File: config.mk
export PLATFORM = sky130hd
export DESIGN_NAME = odo_cordic
export DESIGN_NICKNAME = d
export VERILOG_FILES = /design/src/hw/rtl/odo_pkg.sv /design/src/hw/rtl/odo_cordic.sv
export SDC_FILE = /design/constraint.sdc
export NUM_CORES = 1
export LEC_CHECK = 0
export BUFFER_PORTS_ARGS = -buffer_cell sky130_fd_sc_hd__buf_2
export CAP_MARGIN = 30
export CORE_MARGIN = 1
export CORE_UTILIZATION = 50
export DETAILED_ROUTE_END_ITERATION = 10
export GPL_TIMING_DRIVEN = 0
export PLACE_DENSITY = 0.67
export SLEW_MARGIN = 10
export SYNTH_ARGS = -nofsm -noshare
export SYNTH_HDL_FRONTEND = slang
export SYNTH_SLANG_ARGS = --single-unit
File: constraint.sdc
create_clock -name clk_i -period 6.8 [get_ports clk_i]
set_input_delay 0 -clock clk_i [delete_from_list [all_inputs] [get_ports clk_i]]
set_output_delay 0 -clock clk_i [all_outputs]
set_load 0.05 [all_outputs]
File: src/hw/rtl/odo_pkg.sv
// ----------------------------------------------------------------------------
// odo_pkg
// Shared types and constants of the omni-drive odometry block.
// ----------------------------------------------------------------------------
`default_nettype none

package odo_pkg;

  localparam int unsigned MaxCordicSteps = 24;
  localparam logic signed [33:0] CordicGainQ30 = 34'sd652032874;
  localparam logic [15:0] TimeStepReset = 16'd655;

  typedef enum logic {
    ReqLoad = 1'b0,
    ReqTick = 1'b1
  } req_type_e;

  typedef struct packed {
    logic              req_type;
    logic [3:0]        coef_index;
    logic signed [31:0] coef_value;
    logic signed [31:0] wheel_speed_0;
    logic signed [31:0] wheel_speed_1;
    logic signed [31:0] wheel_speed_2;
    logic signed [31:0] wheel_speed_3;
    logic [15:0]       heading;
  } odo_req_t;

  typedef struct packed {
    logic signed [31:0] vel_x_world;
    logic signed [31:0] vel_y_world;
    logic signed [31:0] rot_rate;
    logic signed [31:0] pos_x;
    logic signed [31:0] pos_y;
    logic signed [31:0] pos_angle;
  } odo_rsp_t;

  // Control between sequencer and CORDIC unit.
  typedef struct packed {
    logic        start;
    logic [15:0] heading;
  } odo_cordic_cmd_t;

  typedef struct packed {
    logic               done;
    logic signed [33:0] cos_val;
    logic signed [33:0] sin_val;
  } odo_cordic_rsp_t;

  function automatic logic [31:0] atan_lut(input logic [4:0] i);
    case (i)
      5'd0:  atan_lut = 32'd536870912;
      5'd1:  atan_lut = 32'd316933406;
      5'd2:  atan_lut = 32'd167458907;
      5'd3:  atan_lut = 32'd85004756;
      5'd4:  atan_lut = 32'd42667331;
      5'd5:  atan_lut = 32'd21354465;
      5'd6:  atan_lut = 32'd10679838;
      5'd7:  atan_lut = 32'd5340245;
      5'd8:  atan_lut = 32'd2670163;
      5'd9:  atan_lut = 32'd1335087;
      5'd10: atan_lut = 32'd667544;
      5'd11: atan_lut = 32'd333772;
      5'd12: atan_lut = 32'd166886;
      5'd13: atan_lut = 32'd83443;
      5'd14: atan_lut = 32'd41722;
      5'd15: atan_lut = 32'd20861;
      5'd16: atan_lut = 32'd10430;
      5'd17: atan_lut = 32'd5215;
      5'd18: atan_lut = 32'd2608;
      5'd19: atan_lut = 32'd1304;
      5'd20: atan_lut = 32'd652;
      5'd21: atan_lut = 32'd326;
      5'd22: atan_lut = 32'd163;
      5'd23: atan_lut = 32'd81;
      default: atan_lut = 32'd0;
    endcase
  endfunction

endpackage

`default_nettype wire

File: src/hw/rtl/odo_cordic.sv
// ----------------------------------------------------------------------------
// odo_cordic
// Iterative CORDIC: cosine and sine of a binary angle in Q4.30, one
// rotation per cycle.
// ----------------------------------------------------------------------------
`default_nettype none

module odo_cordic #(
  parameter int unsigned CordicSteps = 16
) (
  input  wire logic                      clk_i,
  input  wire logic                      rst_ni,
  input  wire odo_pkg::odo_cordic_cmd_t  cmd_i,
  output odo_pkg::odo_cordic_rsp_t       rsp_o
);
  import odo_pkg::*;

  localparam int unsigned Steps = (CordicSteps < MaxCordicSteps) ? CordicSteps : MaxCordicSteps;

  logic               busy_q;
  logic               done_q;
  logic               flip_q;
  logic [4:0]         step_q;
  logic signed [33:0] x_q, y_q;
  logic signed [32:0] z_q;
  logic [31:0]        theta;
  logic [31:0]        theta_r;
  logic               flip;
  logic signed [33:0] xs, ys;
  logic signed [32:0] at;

  always_comb begin
    theta   = {cmd_i.heading, 16'd0};
    flip    = theta[31] ^ theta[30];
    theta_r = flip ? (theta + 32'h8000_0000) : theta;
    xs      = x_q >>> step_q;
    ys      = y_q >>> step_q;
    at      = {1'b0, atan_lut(step_q)};
  end

  always_ff @(posedge clk_i or negedge rst_ni) begin
    if (!rst_ni) begin
      busy_q <= 1'b0;
      done_q <= 1'b0;
      step_q <= '0;
    end else begin
      done_q <= 1'b0;
      if (cmd_i.start) begin
        busy_q <= 1'b1;
        step_q <= '0;
      end else if (busy_q) begin
        if (step_q == 5'(Steps - 1)) begin
          busy_q <= 1'b0;
          done_q <= 1'b1;
        end
        step_q <= step_q + 5'd1;
      end
    end
  end

  always_ff @(posedge clk_i) begin
    if (cmd_i.start) begin
      x_q    <= CordicGainQ30;
      y_q    <= '0;
      z_q    <= {theta_r[31], theta_r};
      flip_q <= flip;
    end else if (busy_q) begin
      if (!z_q[32]) begin
        x_q <= x_q - ys;
        y_q <= y_q + xs;
        z_q <= z_q - at;
      end else begin
        x_q <= x_q + ys;
        y_q <= y_q - xs;
        z_q <= z_q + at;
      end
    end
  end

  assign rsp_o.done    = done_q;
  assign rsp_o.cos_val = flip_q ? -x_q : x_q;
  assign rsp_o.sin_val = flip_q ? -y_q : y_q;

endmodule

`default_nettype wire

Word level (Yosys, flattened, before mapping)
Memory sizes are Yosys's and may differ from the RTL's.
Cells that the tools add are included.
- register bits after elaboration: 109
- memory bits (read-only): 960
- output and inout bits: 69
- logic and storage cells: 39
- memories kept: 1
- memories (name ; depth ; width ; rd ports ; clocked after memory_dff ; wr ports ; RTL line ; text):
    (no name shown) ; 32 ; 30 ; 1 ; 0 ; 0 ; odo_pkg.sv:51 ; case (i)
- $add $sub $neg: 10
- equal/unequal tests: 1
- shifts and indexed selects: 2
- multiplexer cells: 16
- bitwise operators: 1
- reduce and logical (&&, ||, !) cells: 1
- operator list (operator ; number):
    $mux W34 ; 4
    $mux W33 ; 3
    $add A34 B34 Y34 ; 2
    $neg A34 Y34 ; 2
    $sshr A34 B5 Y34 ; 2
    $sub A34 B34 Y34 ; 2
    $add A33 B33 Y33 ; 1
    $sub A33 B33 Y33 ; 1
    $add A32 B32 Y32 const B ; 1
    $mux W32 ; 1
    $mux W5 ; 2
    $mux W1 ; 6
    $add A5 B1 Y5 const B ; 1
    $eq A5 B4 Y1 const B ; 1
    $reduce_bool A2 Y1 ; 1
    $xor A1 B1 Y1 ; 1

Longest topological paths before layout
Gate-level depths: netlist (run 1).
An unclocked memory read counts as a cell.
- depth after elaboration: 5
- gate-level depth with buffers: 26
- gate-level depth less buffers: 23

Worst setup path before layout (run 1)
OpenSTA, ideal clock, no wires.
- kind: reg-to-reg
- from: reg step_q[1]
- to: reg z_q[32] (data pin)
- data arrival time: 5.728 ns
- data required time: 6.544 ns
- setup slack: 0.816 ns
- stages on the path, launching flop included: 24
- buffers on the path: 3
- period minus slack after synthesis: 5.984 ns
- cells stage by stage: dfrtp_1 > buf_2 > inv_1 > buf_2 > buf_1 > ha_1 > inv_1 > mux4_2 > a22oi_1 > nand3_1 > nor3_1 > and3_1 > a31oi_1 > xnor2_1 > ha_1 > a21o_1 > a21o_1 > a21oi_1 > o22ai_1 > a221o_1 > a221oi_1 > a21oi_1 > a311o_1 > o211a_1
- cells in the longest elaborated chain, start to end: 5
- ends and longest elaborated chain (what ; RTL line ; text):
    from (decl) ; odo_cordic.sv:23 ; logic [4:0] step_q;
    from (signal assigned) ; odo_cordic.sv:56 ; step_q <= step_q + 5'd1;
    $mem_v2 Z32 W30 * ; - ;
    $sub A33 B33 Y33 or $add A33 B33 Y33 (tied branches) ; odo_cordic.sv:71, odo_cordic.sv:75 ;
    $mux W33 * ; odo_cordic.sv:68 ; if (!z_q[32]) begin
    $mux W33 * ; odo_cordic.sv:67 ; end else if (busy_q) begin
    $mux W33 * ; odo_cordic.sv:62 ; if (cmd_i.start) begin
    to (signal assigned) ; odo_cordic.sv:65 ; z_q <= {theta_r[31], theta_r};
    to (signal assigned) ; odo_cordic.sv:71 ; z_q <= z_q - at;
    to (signal assigned) ; odo_cordic.sv:75 ; z_q <= z_q + at;
    to (decl) ; odo_cordic.sv:25 ; logic signed [32:0] z_q;
Mark *: on every way between the ends. The rest lies on a longest branch, timed or not. The select of a mux whose other input is x is not followed.
A chain may end at the register's enable or synchronous reset.

Worst setup path after layout (run 1)
- from: reg step_q[2]
- to: reg x_q[33]
- cells in the longest elaborated chain, start to end: 3
- ends and longest elaborated chain (what ; RTL line ; text):
    $sshr A34 B5 Y34 * ; odo_cordic.sv:37 ; ys = y_q >>> step_q;
    $sub A34 B34 Y34 or $add A34 B34 Y34 (tied branches) ; odo_cordic.sv:69, odo_cordic.sv:73 ;
    $mux W34 * ; odo_cordic.sv:68 ;
    to (signal assigned) ; odo_cordic.sv:63 ; x_q <= CordicGainQ30;
    to (signal assigned) ; odo_cordic.sv:69 ; x_q <= x_q - ys;
    to (signal assigned) ; odo_cordic.sv:73 ; x_q <= x_q + ys;
    to (decl) ; odo_cordic.sv:24 ; logic signed [33:0] x_q, y_q;
Mark *: on every way between the ends. The rest lies on a longest branch, timed or not.

==> metrics, run 1 <==
syn_area_per_cell 7.87 um^2; initial antenna violation count 4; Clock Skew 0.0229 ns; final cell count without fillers 2926; largest net degree at the start of global routing 36; most frequent cells in the layout 224 x nand2_1, 194 x nor2_1, 164 x a21oi_1; die area 36700 um^2; Worst R2R Setup Slack -0.02 ns; Final HPWL DP 73400 um; global route overflow 0; Crit Path Category reg2reg; Critical Path Start Type register; slack of the critical path -0.0240 ns; first-pass GRT wire length 136000 um; Post-Syn Instances 2286; CTS clk-pin slew, worst paths 0.10 ns; io pins 88; I/O Buffers 87; critical path data required time 7.12 ns; Worst Hold Class in2reg; number of nets in the layout ~2600; Core ar. 35500 um^2; Post-Syn Area 18000 um^2; number of enable flip-flop cells after synthesis 34; share of cells above drive strength 1 18.4%; Slew Limit Fails 0; global-route usage over all layers a little over half; share of the synthesized area in the top cell type 8.64%; final WL 97600 um; Wirelength per Cell 33.4 um; Worst Max-Slew Pin Slew between 1 and 1.5 ns; Initial Util roughly half; area post-placement about 19000 um^2; Crit Path Max Fanout 10; Yosys reg bits 109; CP endpoint kind register; die width 192 um; Synth Net Count 2422; Netlist cell types about 100; max cap viols 0; headroom to the max-slew limit roughly 24%; Root Buffer clkbuf_16; Antenna Nets Post-Route 0; H-tree Lvls 3; 1st-iter DRT viols 2943; unrepaired setup endpoints after global routing true; routed vias 21200; Rows 69; top_reg_cell synth dfxtp_1; multi-input combinational cell area 14800 um^2; Num CTS Buffers 9; CTS Buffer Depth 2; Post-route DRC 0; hold path depth 2; R2R depth 22; CTS tree yes; Final setup viols 2; Critical Path Start step_q[2]; Fin. Hold Viols 0; most common cell after layout, fill and taps aside nand2_1; Seq/Total Area, Yosys ~14%; register area 2560 um^2; violated checks setup timing; fin area 20700 um^2; Syn. warnings 0; Clock Latency Late Sink 0.43 ns; Die Y 192 um; Hold Crit Start cmd_i[16]; fillcell total between 3000 and 4000; ys async rst share 6.42%; Final GP Congestion around 1.2; Core Util, Final a little under 60%; Lkg Pwr 8.55 nW; Worst R2R Start step_q[2]; setup_tns -0.0312 ns; PD cells 667 nW/um^2; leading area contributor after synthesis mux4_2; worst flop-to-flop path endpoint x_q[33]; Tcrit/Tclk final 100%; DRT Pass-1 Iters 10; Worst Hold End flip_q; vias in the first global route 19900; status complete, but fails checks; crit path DAT 7.14 ns; Synth area leaders mux4_2 8.6%, ha_1 7.9%, dfxtp_1 7.6%; Worst VDD drop 465 uV; area grow syn2layout 14.9%; # clock sinks 109; Final Critical Period 6.82 ns; Fmax 147 MHz; Placed Cells 2853; vias per cell 7.24
## synth_stat cells (12+ instances only)
library cell	number
nand2_1	225
nor2_1	198
a21oi_1	175
xnor2_1	142
o21ai_0	133
clkbuf_1	118
ha_1	114
mux2i_1	85
xor2_1	80
mux4_2	69
dfxtp_1	68
inv_1	57
nor3_1	53
nand2b_1	44
a31oi_1	38
a21o_1	36
mux2_2	36
edfxtp_1	34
o31ai_1	29
nand3_1	28
buf_1	27
and3_1	26
buf_2	26
nor2b_1	25
a211oi_1	23
or3_1	22
o21a_1	19
a22oi_1	18
and2_1	18
or2_2	18
nand4_1	16
o22ai_1	16
o21bai_1	14
o41ai_1	13
o211ai_1	12
or4_1	12
## worst max-delay path, stage by stage, from the launching register on
cell,delay (ns)
dfrtp_1,0.53
buf_4,0.31
buf_4,0.33
nor2b_1,0.88
a22o_1,0.29
nor3_2,0.08
o21ai_0,0.48
or3_1,0.31
nor4_4,0.09
buf_4,0.18
a31oi_1,0.21
xor2_1,0.15
ha_1,0.29
clkbuf_1,0.29
nand4_1,0.22
nor3_2,0.26
and4_1,0.26
nand4b_1,0.20
a31oi_4,0.20
o211a_1,0.27
or3_1,0.35
mux2i_1,0.15
mux2_2,0.35
## cell type report
type                            count  share of cell area [%]
Multi-Input combinational cell   1930                    71.4
Sequential cell                   109                    12.4
Timing Repair Buffer              162                    5.70
Buffer                            186                    4.99
Tap cell                          461                    2.79
Clock buffer                       10                    1.21
Inverter                           58                    1.08
Clock inverter                      6                   0.357
Antenna cell                        4                  0.0484
## power by group
group | internal, mW | switching [mW]
Sequential | 1.03 | 0.307
Combinational | 4.50 | 7.30
Clock | 0.316 | 0.343
Total | 5.85 | 7.95
## sequential cells by signal, indices dropped and copies added, names as in the netlist
register	count
done_q	1
y_q	34
z_q	33
busy_q	1
step_q	5
flip_q	1
x_q	34
## cells by family (layout without fill, tap and decap cells)
group / Yosys count / count (layout) / share of synthesized area, %
mux: 199 / 199 / 16.7
fa+ha+maj: 117 / 117 / 8.26
simple gates: 737 / 737 / 20.1
other cells: 0 / 4 / 0
compound gates: 655 / 655 / 24.0
flops: 109 / 109 / 14.2
buf+inv: 247 / 422 / 5.91
xor+xnor: 222 / 222 / 10.8
## per-layer routing
| metal | wire [um] | GRT usage, % |
|---|---|---|
| met5 | 145 | 1.24 |
| met4 | 9510 | 41.9 |
| met3 | 13400 | 22.1 |
| met2 | 39900 | 75.8 |
| met1 | 34600 | 60.8 |
## through the flow
stage                     setup WS [ns]  power [mW]  hold WS (ns)
after floorplan                   0.816        9.58        -0.296
after global placement            -1.68        11.9        -0.153
after detailed placement          -1.22        12.3        -0.153
after CTS                      0.000342        13.1         0.349
after global routing            -0.0482        14.6         0.401
final                           -0.0240        13.8         0.366
## worst max-delay path by stage
| stage | to |
|---|---|
| finish | x_q[33] |
| global route | x_q[30] |
| CTS | x_q[33] |
| detailed placement | x_q[33] |
| global placement | y_q[33] |
| floorplan | z_q[32] |
## timing repair
action	CTS	global route
hold buffers	20	0
pin swaps	12	22
hold endpoints to repair	25	0
resized for setup	106	73
endpoints found under the setup margin	45	24
buffers inserted	15	13
Power figures use the tool's default switching activity.
==> run 2: changes to the inputs <==
--- a/config.mk
+++ b/config.mk
@@ -7,11 +7,11 @@
 export LEC_CHECK = 0
 export BUFFER_PORTS_ARGS = -buffer_cell sky130_fd_sc_hd__buf_2
 export CAP_MARGIN = 30
-export CORE_MARGIN = 1
+export CORE_MARGIN = 8
 export CORE_UTILIZATION = 50
 export DETAILED_ROUTE_END_ITERATION = 10
 export GPL_TIMING_DRIVEN = 0
-export PLACE_DENSITY = 0.67
+export PLACE_DENSITY = 0.71
 export SLEW_MARGIN = 10
 export SYNTH_ARGS = -nofsm -noshare
 export SYNTH_HDL_FRONTEND = slang
==> run 2 against run 1 <==
  * Combinational power is essentially flat
  * Sequential share of layout area is essentially flat
  * Fmax grew 0.53%
  * First-iteration DRC count shrank 0.10%
  * Largest cell class unchanged
  * Critical endpoint is now y_q[33]
  * The flow now finishes without violations
  * Largest power group unchanged
  * Via count grew 1.6%
  * Clock power shrank 6.8%
  * Utilization shrank 0.095 points
  * Routed wire length grew 3.0%
  * Non-clock buffer count grew 3
  * Count of clock-buffer cells in the layout shrank 1
==> metrics, run 2 (same netlist as run 1, synthesis figures left out) <==
status complete, no violations; DRT Pass-1 Iters 6 (-4); Worst Max-Slew Pin Slew 1.08 ns (-0.0507 ns); Fmax 147 MHz (+0.53%); final WL 101000 um (+3.0%); Power Total 13.9 mW (+0.77%); die width 206 um (+7.3%); Tcrit/Tclk final 99.8% (-0.53 points); Slew Limit Fails 0 (unchanged); Antenna Nets Post-Route 0 (unchanged); Clock Latency Late Sink 0.42 ns (about the same); critical path data required time 7.10 ns (-0.02 ns); biggest regs x_q (34), y_q (34), z_q (33); Critical Path Start Type register; Wirelength per Cell 34.4 um (+3.0%); Hold Crit Start cmd_i[16]; most common cell after layout, fill and taps aside nand2_1; CTS Buffer Depth 2 (unchanged); Post-route DRC 0 (unchanged); hold path depth 2 (unchanged); Core ar. 35500 um^2 (unchanged); slowest stage delay, CP 0.76 ns (-0.12 ns); share of cells above drive strength 1 18.3% (-0.10 points); Worst R2R Start step_q[4]; Crit Path Category reg2reg; Lkg Pwr 8.55 nW (about the same); max cap viols 0 (unchanged); Num CTS Buffers 9 (unchanged); Root Buffer clkbuf_16; R2R depth 20 (-9.1%); CP endpoint kind register; Worst VDD drop 503 uV (+8.1%); routed vias 21500 (+1.6%); vias per cell 7.36 (+1.6%); setup_tns 0 ns (+0.0312 ns); crit path DAT 7.09 ns (-0.05 ns); Worst Hold End flip_q; I/O Buffers 87 (unchanged); Crit Path Max Fanout 10 (unchanged); Worst Hold Class in2reg; Die Y 206 um (+7.3%); unrepaired setup endpoints after global routing true; first-pass GRT wire length 141000 um (+3.1%); worst flop-to-flop path endpoint y_q[33]; CTS tree yes; die area 42300 um^2 (+15%); Clock Skew 0.0147 ns (-0.00818 ns); most frequent cells in the layout 224 x nand2_1, 195 x nor2_1, 167 x a21oi_1; 1st-iter DRT viols 2940 (-0.10%); vias in the first global route 20300 (+2.3%); global-route usage over all layers 46.2% (-6.4 points); number of nets in the layout 2595 (+0.12%); Rows 69 (unchanged); largest net degree at the start of global routing 36 (unchanged); fillcell total 3216 (-2.2%); crit-path cells clkbuf_2 > clkbuf_2 > clkbuf_2 > clkbuf_4 > buf_2 > buf_1 > buf_1 > a21oi_1 > xor2_1 > ha_1 > a21oi_1 > o21bai_1 > a21oi_1 > o21ai_0 > a21boi_1 > a21oi_2 > o32ai_2 > nand2_1 > mux2i_1 > mux2_1; Initial Util 50.7% (unchanged); global route overflow 0 (unchanged); H-tree Lvls 3 (unchanged); slowest CP cell buf_1; area grow syn2layout 14.7%; Final Critical Period 6.79 ns (-0.0360 ns); Final GP Congestion 1.14 (-3.2%); Fin. Hold Viols 0 (unchanged); PD cells 674 nW/um^2 (+0.93%); Final setup viols 0 (-2); # clock sinks 109 (unchanged); headroom to the max-slew limit 27.7% (+3.4 points); Worst R2R Setup Slack 0.01 ns (+0.04 ns); io pins 88 (unchanged); initial antenna violation count 5 (+1); Final HPWL DP 76300 um (+4.0%); CTS clk-pin slew, worst paths 0.10 ns (about the same)
[run 2: cell count changes in the layout (fill, tap and decap cells not counted), sizes merged]
cell / before / now
buf: 200 / 204
clkdlybuf4s18: 2 / 0
clkinv: 2 / 5
bufinv: 1 / 0
diode: 4 / 1
clkinvlp: 2 / 1
[run 2: layout make-up]
cell class	instances	area [um^2]	share of cell area, %
Antenna cell	1	2.50	0.0121
Buffer	186	971	4.71
Clock buffer	9	225	1.09
Clock inverter	7	88.8	0.431
Inverter	58	223	1.08
Multi-Input combinational cell	1930	14800	71.6
Sequential cell	109	2560	12.4
Tap cell	461	577	2.80
Timing Repair Buffer	165	1200	5.84
[run 2: report_power, final]
group          total (mW)  switching, mW  internal, mW
combinational        11.9           7.44          4.51
clock               0.614          0.346         0.268
sequential           1.34          0.311          1.03
[run 2: repair_timing]
action | CTS | global route
hold endpoints to repair | 25 | 0
hold buffers | 20 | 0
gates resized for setup | 90 | 68
endpoints found under the setup margin | 53 | 27
buffers inserted | 10 | 15
pin swaps | 8 | 14
[run 2: how the worst max path moves through the flow]
stage	to	cells after the start	slack, ns	from
6_report	y_q[33]	20	0.01	step_q[4]
5_1_grt	y_q[33]	24	-0.04	step_q[0]
4_1_cts	x_q[33]	26	-0.07	step_q[0]
3_5_place_dp	x_q[33]	22	-1.34	step_q[1]
3_3_place_gp	y_q[33]	21	-1.66	step_q[1]
2_1_floorplan	z_q[32]	23	0.82	step_q[1]
[run 2: per-layer routing]
metal | wire length (um) | share of wire, % | track usage (%) | vias to the layer above
li1 | - | - | - | 8832
met1 | 36000 | 36 | 54.9 | 10200
met2 | 41200 | 41 | 68.3 | 1900
met3 | 13700 | 14 | 15.3 | 551
met4 | 9660 | 9.6 | 35.4 | 6
met5 | 43 | 0.043 | 0 | -
[run 2: worst max-delay path, delay by kind of cell, from the launching register on]
family / cells / cell delay [ns]
AND/OR/NAND/NOR: 1 / 0.08
XOR/XNOR: 1 / 0.23
multiplexers: 2 / 0.50
adder cells (fa/ha/maj): 1 / 0.38
AO/OA/AOI/OAI: 8 / 1.68
buffers and inverters: 7 / 3.38
flip-flops: 1 / 0.39
[run 2: stage by stage]
step                cells  instance area [um^2]  util (%)  setup WS, ns  hold WS, ns
finish               2926                 20600      58.1        0.0120        0.367
global placement     2834                 19000      53.6         -1.66       -0.148
floorplan            2286                 18000         -         0.816       -0.296
detailed placement   2855                 19300      54.3         -1.34       -0.146
CTS                  2901                 20100      56.7       -0.0706        0.360
global route         2925                 20600      58.1       -0.0417        0.399
